--- src/hdl/pmpe_pkg.sv ---
`default_nettype none

package pmpe_pkg;

	// Characters that steer the evaluation.
	localparam logic [7:0] CH_ZERO  = 8'h30;
	localparam logic [7:0] CH_NINE  = 8'h39;
	localparam logic [7:0] CH_PLUS  = 8'h2b;
	localparam logic [7:0] CH_MINUS = 8'h2d;
	localparam logic [7:0] CH_OPEN  = 8'h28;
	localparam logic [7:0] CH_CLOSE = 8'h29;

	localparam int unsigned WORD_W = 32;

	typedef logic [WORD_W-1:0] word_t;

	typedef enum logic [1:0] {
		ST_OK              = 2'd0,
		ST_OVERFLOW        = 2'd1,
		ST_UNMATCHED_CLOSE = 2'd2,
		ST_UNCLOSED_OPEN   = 2'd3
	} status_t;

endpackage : pmpe_pkg

`default_nettype wire

--- src/hdl/plus_minus_paren_evaluator_unit.sv ---
// Expression evaluator for decimal numbers, '+', '-', '(' and ')'.
// The input channel (char_valid, char_stall, char_code, last) carries one
// ASCII character per transfer; last marks the final character of an
// expression. Every other character, spaces included, only ends a number.
// The result channel (res_valid, res_stall, value, status) carries one
// transfer per expression: the 32-bit wrapped value and a status code
// (ok, nesting overflow, unmatched close, unclosed open; the first error wins).
// A character is taken every cycle while char_stall is low. It waits in
// the input register and is then folded into the evaluation state; the
// result of an expression is registered in the result register when its
// last character is folded in. The single-cycle rate is set by the
// evaluation step: the running sum update and one access of the nesting
// stack memory, whose top entry and next entry are held in registers.
// While a result waits under res_stall, characters keep flowing until a
// second last character reaches the input register; char_stall is then
// raised until the pending result is transferred out.
// Reset (arst_n low) empties the pipeline and clears the evaluation state;
// the stack memory itself is not cleared, only the nesting level.
`default_nettype none

module plus_minus_paren_evaluator_unit
	import pmpe_pkg::*;
#(
	parameter int unsigned NEST_DEPTH = 64
) (
	input  wire logic         clk,
	input  wire logic         arst_n,

	input  wire logic         char_valid,
	output logic              char_stall,
	input  wire logic [7:0]   char_code,
	input  wire logic         last,

	output logic              res_valid,
	input  wire logic         res_stall,
	output logic signed [31:0] value,
	output logic [1:0]        status
);

	// Level counter must reach NEST_DEPTH itself; the memory holds the
	// entries below the top one.
	localparam int unsigned LW        = $clog2(NEST_DEPTH + 1);
	localparam int unsigned AW        = (NEST_DEPTH > 1) ? $clog2(NEST_DEPTH) : 1;
	localparam int unsigned MEM_DEPTH = 1 << AW;

	// Input register stage.
	logic        valid_s1;
	logic [7:0]  char_s1;
	logic        last_s1;

	// Evaluation state.
	word_t       sum_q;
	logic        sign_q;
	word_t       pend_q;
	logic [LW-1:0] level_q;
	status_t     err_q;

	// Stack: top entry in registers, the one below it prefetched from memory.
	word_t       top_sum_q;
	logic        top_sign_q;
	word_t       rd_sum_q;
	logic        rd_sign_q;
	word_t       mem_sum [MEM_DEPTH];
	logic        mem_sign [MEM_DEPTH];

	// Result register.
	logic        out_valid_q;
	word_t       value_q;
	status_t     status_q;

	logic        blocked;
	logic        proc;

	// A last character may not be handled while the previous result is
	// still waiting for its transfer.
	assign blocked    = valid_s1 && last_s1 && out_valid_q && res_stall;
	assign proc       = valid_s1 && !blocked;
	assign char_stall = blocked;

	always_ff @(posedge clk or negedge arst_n) begin
		if (!arst_n) begin
			valid_s1 <= 1'b0;
		end else if (!char_stall) begin
			valid_s1 <= char_valid;
		end
	end

	always_ff @(posedge clk) begin
		if (!char_stall && char_valid) begin
			char_s1 <= char_code;
			last_s1 <= last;
		end
	end

	// Combinational evaluation of the character in the input register.
	logic          is_digit;
	logic [3:0]    digit;
	word_t         pend_acc;
	word_t         sum_dig;
	word_t         sum_f;
	word_t         sum_chr;
	word_t         sum_n;
	logic          sign_n;
	word_t         pend_n;
	logic [LW-1:0] level_n;
	status_t       err_n;
	status_t       err_final;
	logic          push;
	logic          pop;

	always_comb begin
		is_digit = (char_s1 >= CH_ZERO) && (char_s1 <= CH_NINE);
		digit    = 4'(char_s1 - CH_ZERO);
		pend_acc = (pend_q << 3) + (pend_q << 1) + word_t'(digit);

		// A last digit folds the extended number; any non-digit folds
		// the number as it stands. Both are formed side by side so that a
		// close only adds one more step after the fold.
		sum_dig  = sign_q ? (sum_q - pend_acc) : (sum_q + pend_acc);
		sum_chr  = sign_q ? (sum_q - pend_q) : (sum_q + pend_q);

		// Fold the pending number on any non-digit and on the last character.
		if (!is_digit) begin
			sum_f = sum_chr;
		end else if (last_s1) begin
			sum_f = sum_dig;
		end else begin
			sum_f = sum_q;
		end

		pend_n  = is_digit ? pend_acc : '0;
		sum_n   = sum_f;
		sign_n  = sign_q;
		level_n = level_q;
		err_n   = err_q;
		push    = 1'b0;
		pop     = 1'b0;

		if (!is_digit) begin
			case (char_s1)
				CH_PLUS: begin
					sign_n = 1'b0;
				end
				CH_MINUS: begin
					sign_n = 1'b1;
				end
				CH_OPEN: begin
					if (level_q == LW'(NEST_DEPTH)) begin
						if (err_q == ST_OK) err_n = ST_OVERFLOW;
					end else begin
						push    = 1'b1;
						level_n = level_q + LW'(1);
						sum_n   = '0;
						sign_n  = 1'b0;
					end
				end
				CH_CLOSE: begin
					if (level_q == '0) begin
						if (err_q == ST_OK) err_n = ST_UNMATCHED_CLOSE;
					end else begin
						pop     = 1'b1;
						level_n = level_q - LW'(1);
						// The inner sum is negated when the group had a minus sign.
						sum_n   = top_sign_q ? (top_sum_q - sum_chr) : (top_sum_q + sum_chr);
					end
				end
				default: begin
				end
			endcase
		end

		err_final = err_n;
		if ((level_n != '0) && (err_n == ST_OK)) err_final = ST_UNCLOSED_OPEN;
	end

	always_ff @(posedge clk or negedge arst_n) begin
		if (!arst_n) begin
			sum_q   <= '0;
			sign_q  <= 1'b0;
			pend_q  <= '0;
			level_q <= '0;
			err_q   <= ST_OK;
		end else if (proc) begin
			if (last_s1) begin
				sum_q   <= '0;
				sign_q  <= 1'b0;
				pend_q  <= '0;
				level_q <= '0;
				err_q   <= ST_OK;
			end else begin
				sum_q   <= sum_n;
				sign_q  <= sign_n;
				pend_q  <= pend_n;
				level_q <= level_n;
				err_q   <= err_n;
			end
		end
	end

	// Stack memory. A push spills the old top entry to address level-1,
	// which is also the entry below the new top, hence the bypass into the
	// prefetch register. After a pop the prefetch reads the next entry down.
	logic          mem_we;
	logic [AW-1:0] wr_addr;
	logic [AW-1:0] rd_addr;
	logic [LW-1:0] lvl_m1;
	logic [LW-1:0] lvl_n_m2;

	assign lvl_m1   = level_q - LW'(1);
	assign lvl_n_m2 = level_n - LW'(2);
	assign mem_we   = proc && !last_s1 && push && (level_q != '0);
	assign wr_addr  = lvl_m1[AW-1:0];
	assign rd_addr  = lvl_n_m2[AW-1:0];

	always_ff @(posedge clk) begin
		if (mem_we) begin
			mem_sum[wr_addr]  <= top_sum_q;
			mem_sign[wr_addr] <= top_sign_q;
		end
		if (proc && !last_s1) begin
			if (mem_we && (wr_addr == rd_addr)) begin
				rd_sum_q  <= top_sum_q;
				rd_sign_q <= top_sign_q;
			end else begin
				rd_sum_q  <= mem_sum[rd_addr];
				rd_sign_q <= mem_sign[rd_addr];
			end
			if (push) begin
				top_sum_q  <= sum_f;
				top_sign_q <= sign_q;
			end else if (pop) begin
				top_sum_q  <= rd_sum_q;
				top_sign_q <= rd_sign_q;
			end
		end
	end

	// Result register.
	always_ff @(posedge clk or negedge arst_n) begin
		if (!arst_n) begin
			out_valid_q <= 1'b0;
		end else if (proc && last_s1) begin
			out_valid_q <= 1'b1;
		end else if (!res_stall) begin
			out_valid_q <= 1'b0;
		end
	end

	always_ff @(posedge clk) begin
		if (proc && last_s1) begin
			value_q  <= sum_n;
			status_q <= err_final;
		end
	end

	assign res_valid = out_valid_q;
	assign value     = signed'(value_q);
	assign status    = status_q;

`ifndef SYNTHESIS
	a_level_bound: assert property (@(posedge clk) disable iff (!arst_n)
		level_q <= LW'(NEST_DEPTH))
		else $error("nesting level beyond stack depth");

	a_stall_only_on_last: assert property (@(posedge clk) disable iff (!arst_n)
		char_stall |-> (valid_s1 && last_s1 && out_valid_q))
		else $error("input stalled without a waiting result");

	a_clear_after_last: assert property (@(posedge clk) disable iff (!arst_n)
		(proc && last_s1) |=> (level_q == '0 && err_q == ST_OK && res_valid))
		else $error("state not cleared after last character");

	a_unmatched_flag: assert property (@(posedge clk) disable iff (!arst_n)
		(proc && !last_s1 && char_s1 == CH_CLOSE && level_q == '0)
		|=> (level_q == '0 && err_q != ST_OK))
		else $error("unmatched close not flagged");
`endif

endmodule : plus_minus_paren_evaluator_unit

`default_nettype wire

--- config.mk ---
export PLATFORM = sky130hd
export DESIGN_NAME = plus_minus_paren_evaluator_unit
export DESIGN_NICKNAME = d
export VERILOG_FILES = /design/src/hdl/pmpe_pkg.sv /design/src/hdl/plus_minus_paren_evaluator_unit.sv
export SDC_FILE = /design/constraint.sdc
export NUM_CORES = 2
export LEC_CHECK = 0
export BUFFER_PORTS_ARGS = -buffer_cell sky130_fd_sc_hd__buf_2
export CAP_MARGIN = 20
export CORE_MARGIN = 1.5
export CORE_UTILIZATION = 50
export CTS_CLUSTER_SIZE = 10
export DETAILED_ROUTE_END_ITERATION = 16
export GPL_TIMING_DRIVEN = 0
export PLACE_DENSITY = 0.73
export SETUP_SLACK_MARGIN = 0.02
export SYNTH_ARGS = -nofsm -noshare
export SYNTH_HDL_FRONTEND = slang
export SYNTH_SLANG_ARGS = --single-unit
--- constraint.sdc ---
create_clock -name clk -period 9.4 [get_ports clk]
set_input_delay 0.94 -clock clk [delete_from_list [all_inputs] [get_ports clk]]
set_output_delay 0.94 -clock clk [all_outputs]
set_load 0.05 [all_outputs]
# Word level (Yosys, flattened, before mapping)
# Memory sizes are Yosys's and may differ from the RTL's. A register that Yosys moved wholly into a read port is not among the register bits.
# Cells that the tools add are included.
dict set report word_totals {
  reg_bits 152
  ramBits 2112
  input_bits 13
  output_inout_bits 36
  elab_cells 101
  mem_count 2
}
dict set report op_classes {
  n_addsub 12
  n_lt_le_gt_ge 2
  n_eq_ne 8
  muxes 42
  n_reduce_logical 22
}
# name words word_bits rd rd_ports_with_merged_regs write_ports line_no
set memory_table {}
lappend memory_table {mem_sum 64 32 1 1 1 plus_minus_paren_evaluator_unit.sv:63} ;# word_t mem_sum [MEM_DEPTH];
lappend memory_table {mem_sign 64 1 1 1 1 plus_minus_paren_evaluator_unit.sv:64} ;# logic mem_sign [MEM_DEPTH];
# operator n
set op_table {}
lappend op_table {{$mux 32} 13}
lappend op_table {{$add 32x32->32} 4}
lappend op_table {{$sub 32x32->32} 3}
lappend op_table {{$pmux 32 s2} 1}
lappend op_table {{$add 32x4->32} 1}
lappend op_table {{$eq 8x6->1 const B} 4}
lappend op_table {{$mux 7} 4}
lappend op_table {{$mux 1} 15}
lappend op_table {{$pmux 7 s2} 1}
lappend op_table {{$reduce_bool 7->1} 2}
lappend op_table {{$mux 2} 6}
lappend op_table {{$logic_and 1x1->1} 11}
lappend op_table {{$ge 8x6->1 const B} 1}
lappend op_table {{$le 8x6->1 const B} 1}
lappend op_table {{$add 7x1->7 const B} 1}
lappend op_table {{$eq 7x7->1 const B} 1}
lappend op_table {{$logic_not 7->1} 1}
lappend op_table {{$sub 7x1->7 const B} 1}
lappend op_table {{$sub 6x2->6 const B} 1}
lappend op_table {{$logic_not 2->1} 2}
lappend op_table {{$pmux 2 s2} 1}
lappend op_table {{$reduce_and 4->1} 1}
lappend op_table {{$reduce_bool 4->1} 1}
lappend op_table {{$sub 4x1->4 const B} 1}
lappend op_table {{7 further kinds} 8}

# Longest topological paths before layout
dict set report logic_depth {
  word_depth 10
  depth_mapped 33
  ltp_nobuf 33
}

# Least setup slack after synthesis
# OpenSTA, ideal clock, no wires.
dict set report synth_path {
  kind {register to register}
  from {register sign_q}
  to {register value_q[31], in the netlist value[31], data pin}
  setup_time_ns 0.275
  arrival_ns 6.168
  t_required_ns 9.125
  setup_slack_ns 2.957
  stages_incl_launch_ff 31
  path_buffers 3
  synth_period_minus_slack_ns 6.443
  path_cell_list {dfrtp_1 > clkbuf_1 > clkbuf_1 > buf_1 > nor2_1 > xnor2_1 > ha_1 > a2111oi_0 > nor4_1 > o21ai_0 > a21boi_0 > o21ai_0 > nor2b_1 > xor2_1 > a31oi_1 > nor2_1 > o21ai_0 > xnor2_1 > ha_1 > o21ai_0 > nand2b_1 > a311oi_1 > nor3_1 > a31oi_1 > o31ai_1 > a221o_1 > a21oi_1 > xor2_1 > xnor2_1 > xnor2_1 > o2111ai_1}
}
dict set report synth_between {
  elab_chain_len 6
  word_cells_on_any_way 11
  cone_classes {2 x add/sub; 9 x mux}
}
# element line_no
set synth_rtl {}
lappend synth_rtl {{from (decl)} plus_minus_paren_evaluator_unit.sv:53} ;# logic sign_q;
lappend synth_rtl {{from (signal assigned)} plus_minus_paren_evaluator_unit.sv:192} ;# sign_q <= sign_n;
lappend synth_rtl {{$mux 32 (on tied branches)} {plus_minus_paren_evaluator_unit.sv:120, plus_minus_paren_evaluator_unit.sv:119}}
lappend synth_rtl {{$add 32x32->32 (tied with other cells)} plus_minus_paren_evaluator_unit.sv:164} ;# sum_n = top_sign_q ? (top_sum_q - sum_chr) : (top_sum_q + sum_chr);
lappend synth_rtl {{$mux 32 (on tied branches)} {plus_minus_paren_evaluator_unit.sv:164, plus_minus_paren_evaluator_unit.sv:123}}
lappend synth_rtl {{$mux 32 (on tied branches)} {plus_minus_paren_evaluator_unit.sv:158, plus_minus_paren_evaluator_unit.sv:148}}
lappend synth_rtl {{$pmux 32 s2} plus_minus_paren_evaluator_unit.sv:140} ;# case (char_s1)
lappend synth_rtl {{$mux 32 *} plus_minus_paren_evaluator_unit.sv:139} ;# if (!is_digit) begin
lappend synth_rtl {{named net sum_n[31]} plus_minus_paren_evaluator_unit.sv:102} ;# word_t sum_n;
lappend synth_rtl {{to (signal assigned)} plus_minus_paren_evaluator_unit.sv:251} ;# value_q <= sum_n;
lappend synth_rtl {{to (decl)} plus_minus_paren_evaluator_unit.sv:68} ;# word_t value_q;
# The timed path passes the listed nets; every way through them passes the cells marked *.
# A chain may end at the register's enable or synchronous reset.

# Worst setup path after layout
dict set report layout_path {
  from {register level_q[0]}
  to {register rd_sum_q[13], read port of mem_sum, data pin}
}
dict set report layout_between {
  elab_chain_len 5
  word_cells_on_any_way 9
  cone_classes {3 x add/sub; 1 x eq/ne; 4 x mux; 1 x reduce/logical}
}
# element line_no
set layout_rtl {}
lappend layout_rtl {{from (decl)} plus_minus_paren_evaluator_unit.sv:55} ;# logic [LW-1:0] level_q;
lappend layout_rtl {{from (signal assigned)} plus_minus_paren_evaluator_unit.sv:194} ;# level_q <= level_n;
lappend layout_rtl {{$sub 7x1->7 (tied with other cells)} -}
lappend layout_rtl {{$mux 7 (on tied branches)} {plus_minus_paren_evaluator_unit.sv:158, plus_minus_paren_evaluator_unit.sv:148}}
lappend layout_rtl {{$pmux 7 s2} plus_minus_paren_evaluator_unit.sv:140}
lappend layout_rtl {{$mux 7 *} plus_minus_paren_evaluator_unit.sv:139}
lappend layout_rtl {{$sub 6x2->6 *} plus_minus_paren_evaluator_unit.sv:210} ;# assign lvl_n_m2 = level_n - LW'(2);
lappend layout_rtl {{to (decl)} plus_minus_paren_evaluator_unit.sv:61} ;# word_t rd_sum_q;
# Mark *: on every way between the ends. The rest lies on a longest branch, timed or not.

==> results.ini <==
[logic_synthesis]
synth_edf_count=2221
yosys.area.top_type_share_pct=68.8
ys_seq_area_share_pct=70.7
synth-seq-cells=2297
yosysUniqueCellTypes=82
yosys-top-cells-area=edfxtp_1 (69%), mux4_2 (16%), ha_1 (2.0%)
yosys_warnings=0
yosysMostFrequentCell=edfxtp_1
syn-instance-count=5051
netlist_area_um2=97000
synth-async-reset-ratio_pct=3.31
synth_commonest_cells=edfxtp_1 (2221), mux4_2 (693), nand2_1 (288)
yosysTopAreaCell=edfxtp_1
syn_avg_cell_area_um2=19.2
syn_nets=5226
synthFlopType=edfxtp_1

[timing]
setup_viol=0
finalCritPeriodShare_pct=94.8
worst_pin_slew_ns=1.24
period_needed_ns=8.91
report.final.slew_viol_count=0
tns_ns=0
report.final.hold_viol_count=0
max_freq_mhz=112
rsz0062_at_grt=no
relSlewSlack_pct=17.1
fin_skew_ns=0.0690

[drt]
wl_mm=287
first_pass_iters=8
vias=54300
postRouteAntennaNets=0
vias_per_cell=6.67
drc=0
first_iter_violations=7676
avgRoutedWirePerCell_um=35.3

[pwr]
pwr_density_cell_nw_per_um2=230
power_uw=25800
vdd_ir_drop_max_uv=195
leakagePower_uw=0.0368

[floorplan]
rows=161
pin_count=49
coreArea_um2=193000
dieArea_um2=197000
die_y_um=443
die_x_um=443
start_util_pct=50.4

[clock_network]
cts_made_buffers=285
clockRootBuffer=clkbuf_16
post_cts_buffers=0
htreeDepth=5
clock_latency_ns=0.93
clk_pin_slew_ns=0.06
cts.sink_count=2297
cts_tree=yes
clk_path_buf_depth=4

[worst_setup_path]
critPathMaxFanout=10
slowest_delay_ns=0.78
path_common_cell=clkbuf_1
worstPathCellList=clkbuf_1 > inv_1 > ha_1 > or3b_4 > or3_1 > nor2_1 > mux2i_1 > a21oi_1 > buf_4 > buf_2 > buf_1 > inv_1 > ha_1 > clkbuf_1 > buf_8 > clkbuf_1 > buf_8 > clkbuf_1 > mux4_2 > mux4_2 > nand2_1 > nand2_1
worstSetupEndpointType=flop
crit_slowest_cell=clkbuf_1
cp_data_required_time_ns=10.01
arrival_ns=9.52
path_class=flop to flop
startpoint_type=flop

[layout]
regArea_um2=68600
area_growth_pct=15.8
fin_cells=8133
final_nets=5730
fillCellCount=13400
drive_gt1_share_pct=24.9
multi_input_area_um2=27700

[global_routing]
grt_max_degree=66
grt_pass1_wl_mm=404
globalRouteOverflowTotal=0
antenna_found_initial=20
grtUsageTotal_pct=29.1
grt_pass1_vias=54500

[place]
dp_cells=7781
hpwl_mm=191
port_buffers=48
gp_congestion=0.971

[outcome]
outcome=completed

[job]
cap_violations=0

[hold_path]
hold_path.class=input pin to flop

layout by cell type (no fill, tap or decap), drive strengths merged, types with 31 or more instances in the layout:
master / netlist / routed
edfxtp: 2221 / 2221
mux4: 693 / 693
clkbuf: 146 / 463
buf: 87 / 301
nand2: 288 / 288
nor2: 199 / 199
a21oi: 192 / 192
o21ai: 158 / 158
ha: 157 / 157
xnor2: 135 / 135
dfrtp: 76 / 76
xor2: 73 / 73
inv: 59 / 64
a21o: 47 / 47
nand3: 41 / 41
a22o: 40 / 40
nor3: 35 / 35
a31oi: 31 / 31
layer usage:
metal	track usage [%]	wire length, um
met2	45.6	134000
met3	8.68	34700
met4	15.7	17600
met5	0	75
met1	36.7	100000
metrics by stage:
step	hold slack [ns]	cell area, um^2	util [%]	setup slack (ns)
finish	0.212	112000	58.3	0.489
global route	0.187	112000	58.3	0.230
CTS	0.165	112000	58.2	0.575
detailed placement	0.501	104000	54.2	0.625
global placement	0.495	100000	52.1	-0.135
floorplan	0.469	97000	-	2.96
path summary, 6_finish.rpt:
path	start	end	slack (ns)	cells past startpoint
min in group asynchronous	arst_n	pend_q[4]$_DFFE_PN0P_	0.47	2
worst max-delay path	level_q[0]$_DFFE_PN0P_	rd_sum_q[13]$_DFFE_PP_	0.49	22
max in group asynchronous	arst_n	sum_q[28]$_DFFE_PN0P_	8.32	3
worst max register to register	level_q[0]$_DFFE_PN0P_	rd_sum_q[13]$_DFFE_PP_	0.49	22
worst min-delay path	char_code[5]	char_s1[5]$_DFFE_PP_	0.21	1
worst min register to register	pend_q[31]$_DFFE_PN0P_	pend_q[31]$_DFFE_PN0P_	0.51	2
critical path: cells and delay by family (launching register included):
family / cells / cell delay (ns)
buffers and inverters: 11 / 4.30
multiplexers: 3 / 1.56
AND/OR/NAND/NOR: 5 / 1.29
adder cells (fa/ha/maj): 2 / 0.68
flip-flops: 1 / 0.39
AO/OA/AOI/OAI: 1 / 0.38
registers in the layout, summed over array words and instances (netlist names):
signal and flops:
mem_sum 2048, mem_sign 64, pend_q 32, rd_sum_q 32, sum_q 32, top_sum_q 32
value 32, char_s1 8, level_q 7, err_q 2, status 2, last_s1 1
rd_sign_q 1, res_valid 1, sign_q 1, top_sign_q 1, valid_s1 1
power by group:
| part | switching, uW | total [uW] | internal, uW |
|---|---|---|---|
| sequential | 97.5 | 11300 | 11200 |
| combinational | 3090 | 4940 | 1850 |
| clock | 3880 | 9500 | 5610 |
| total | 7070 | 25800 | 18700 |
what timing repair did:
action                     in CTS  in global routing
setup endpoints to repair       0                  2
hold buffers                    1                  0
hold endpoints to repair       11                  0
gates resized for setup         0                  2
kinds of logic (layout without fill, tap and decap cells):
logic type	Yosys count	in the layout	share of synthesized area (%)
simple gates	730	730	3.47
xor+xnor	209	209	1.91
flops	2297	2297	70.7
buf+inv	294	840	1.24
fa+ha+maj	162	162	2.13
other cells	0	10	0
mux	707	707	16.2
compound gates	652	652	4.28
area by class of cell:
| type | instances | share of cell area, % |
|---|---|---|
| repair buffers | 217 | 3.54 |
| well taps | 2526 | 2.82 |
| multi-input cells | 2460 | 24.7 |
| clock buffers | 315 | 6.64 |
| inverters | 61 | 0.204 |
| clock inverters | 14 | 0.147 |
| plain buffers | 233 | 0.868 |
| flip-flops and latches | 2297 | 61.1 |
| diodes | 10 | 0.0223 |
(Power assumes the default switching activity.)
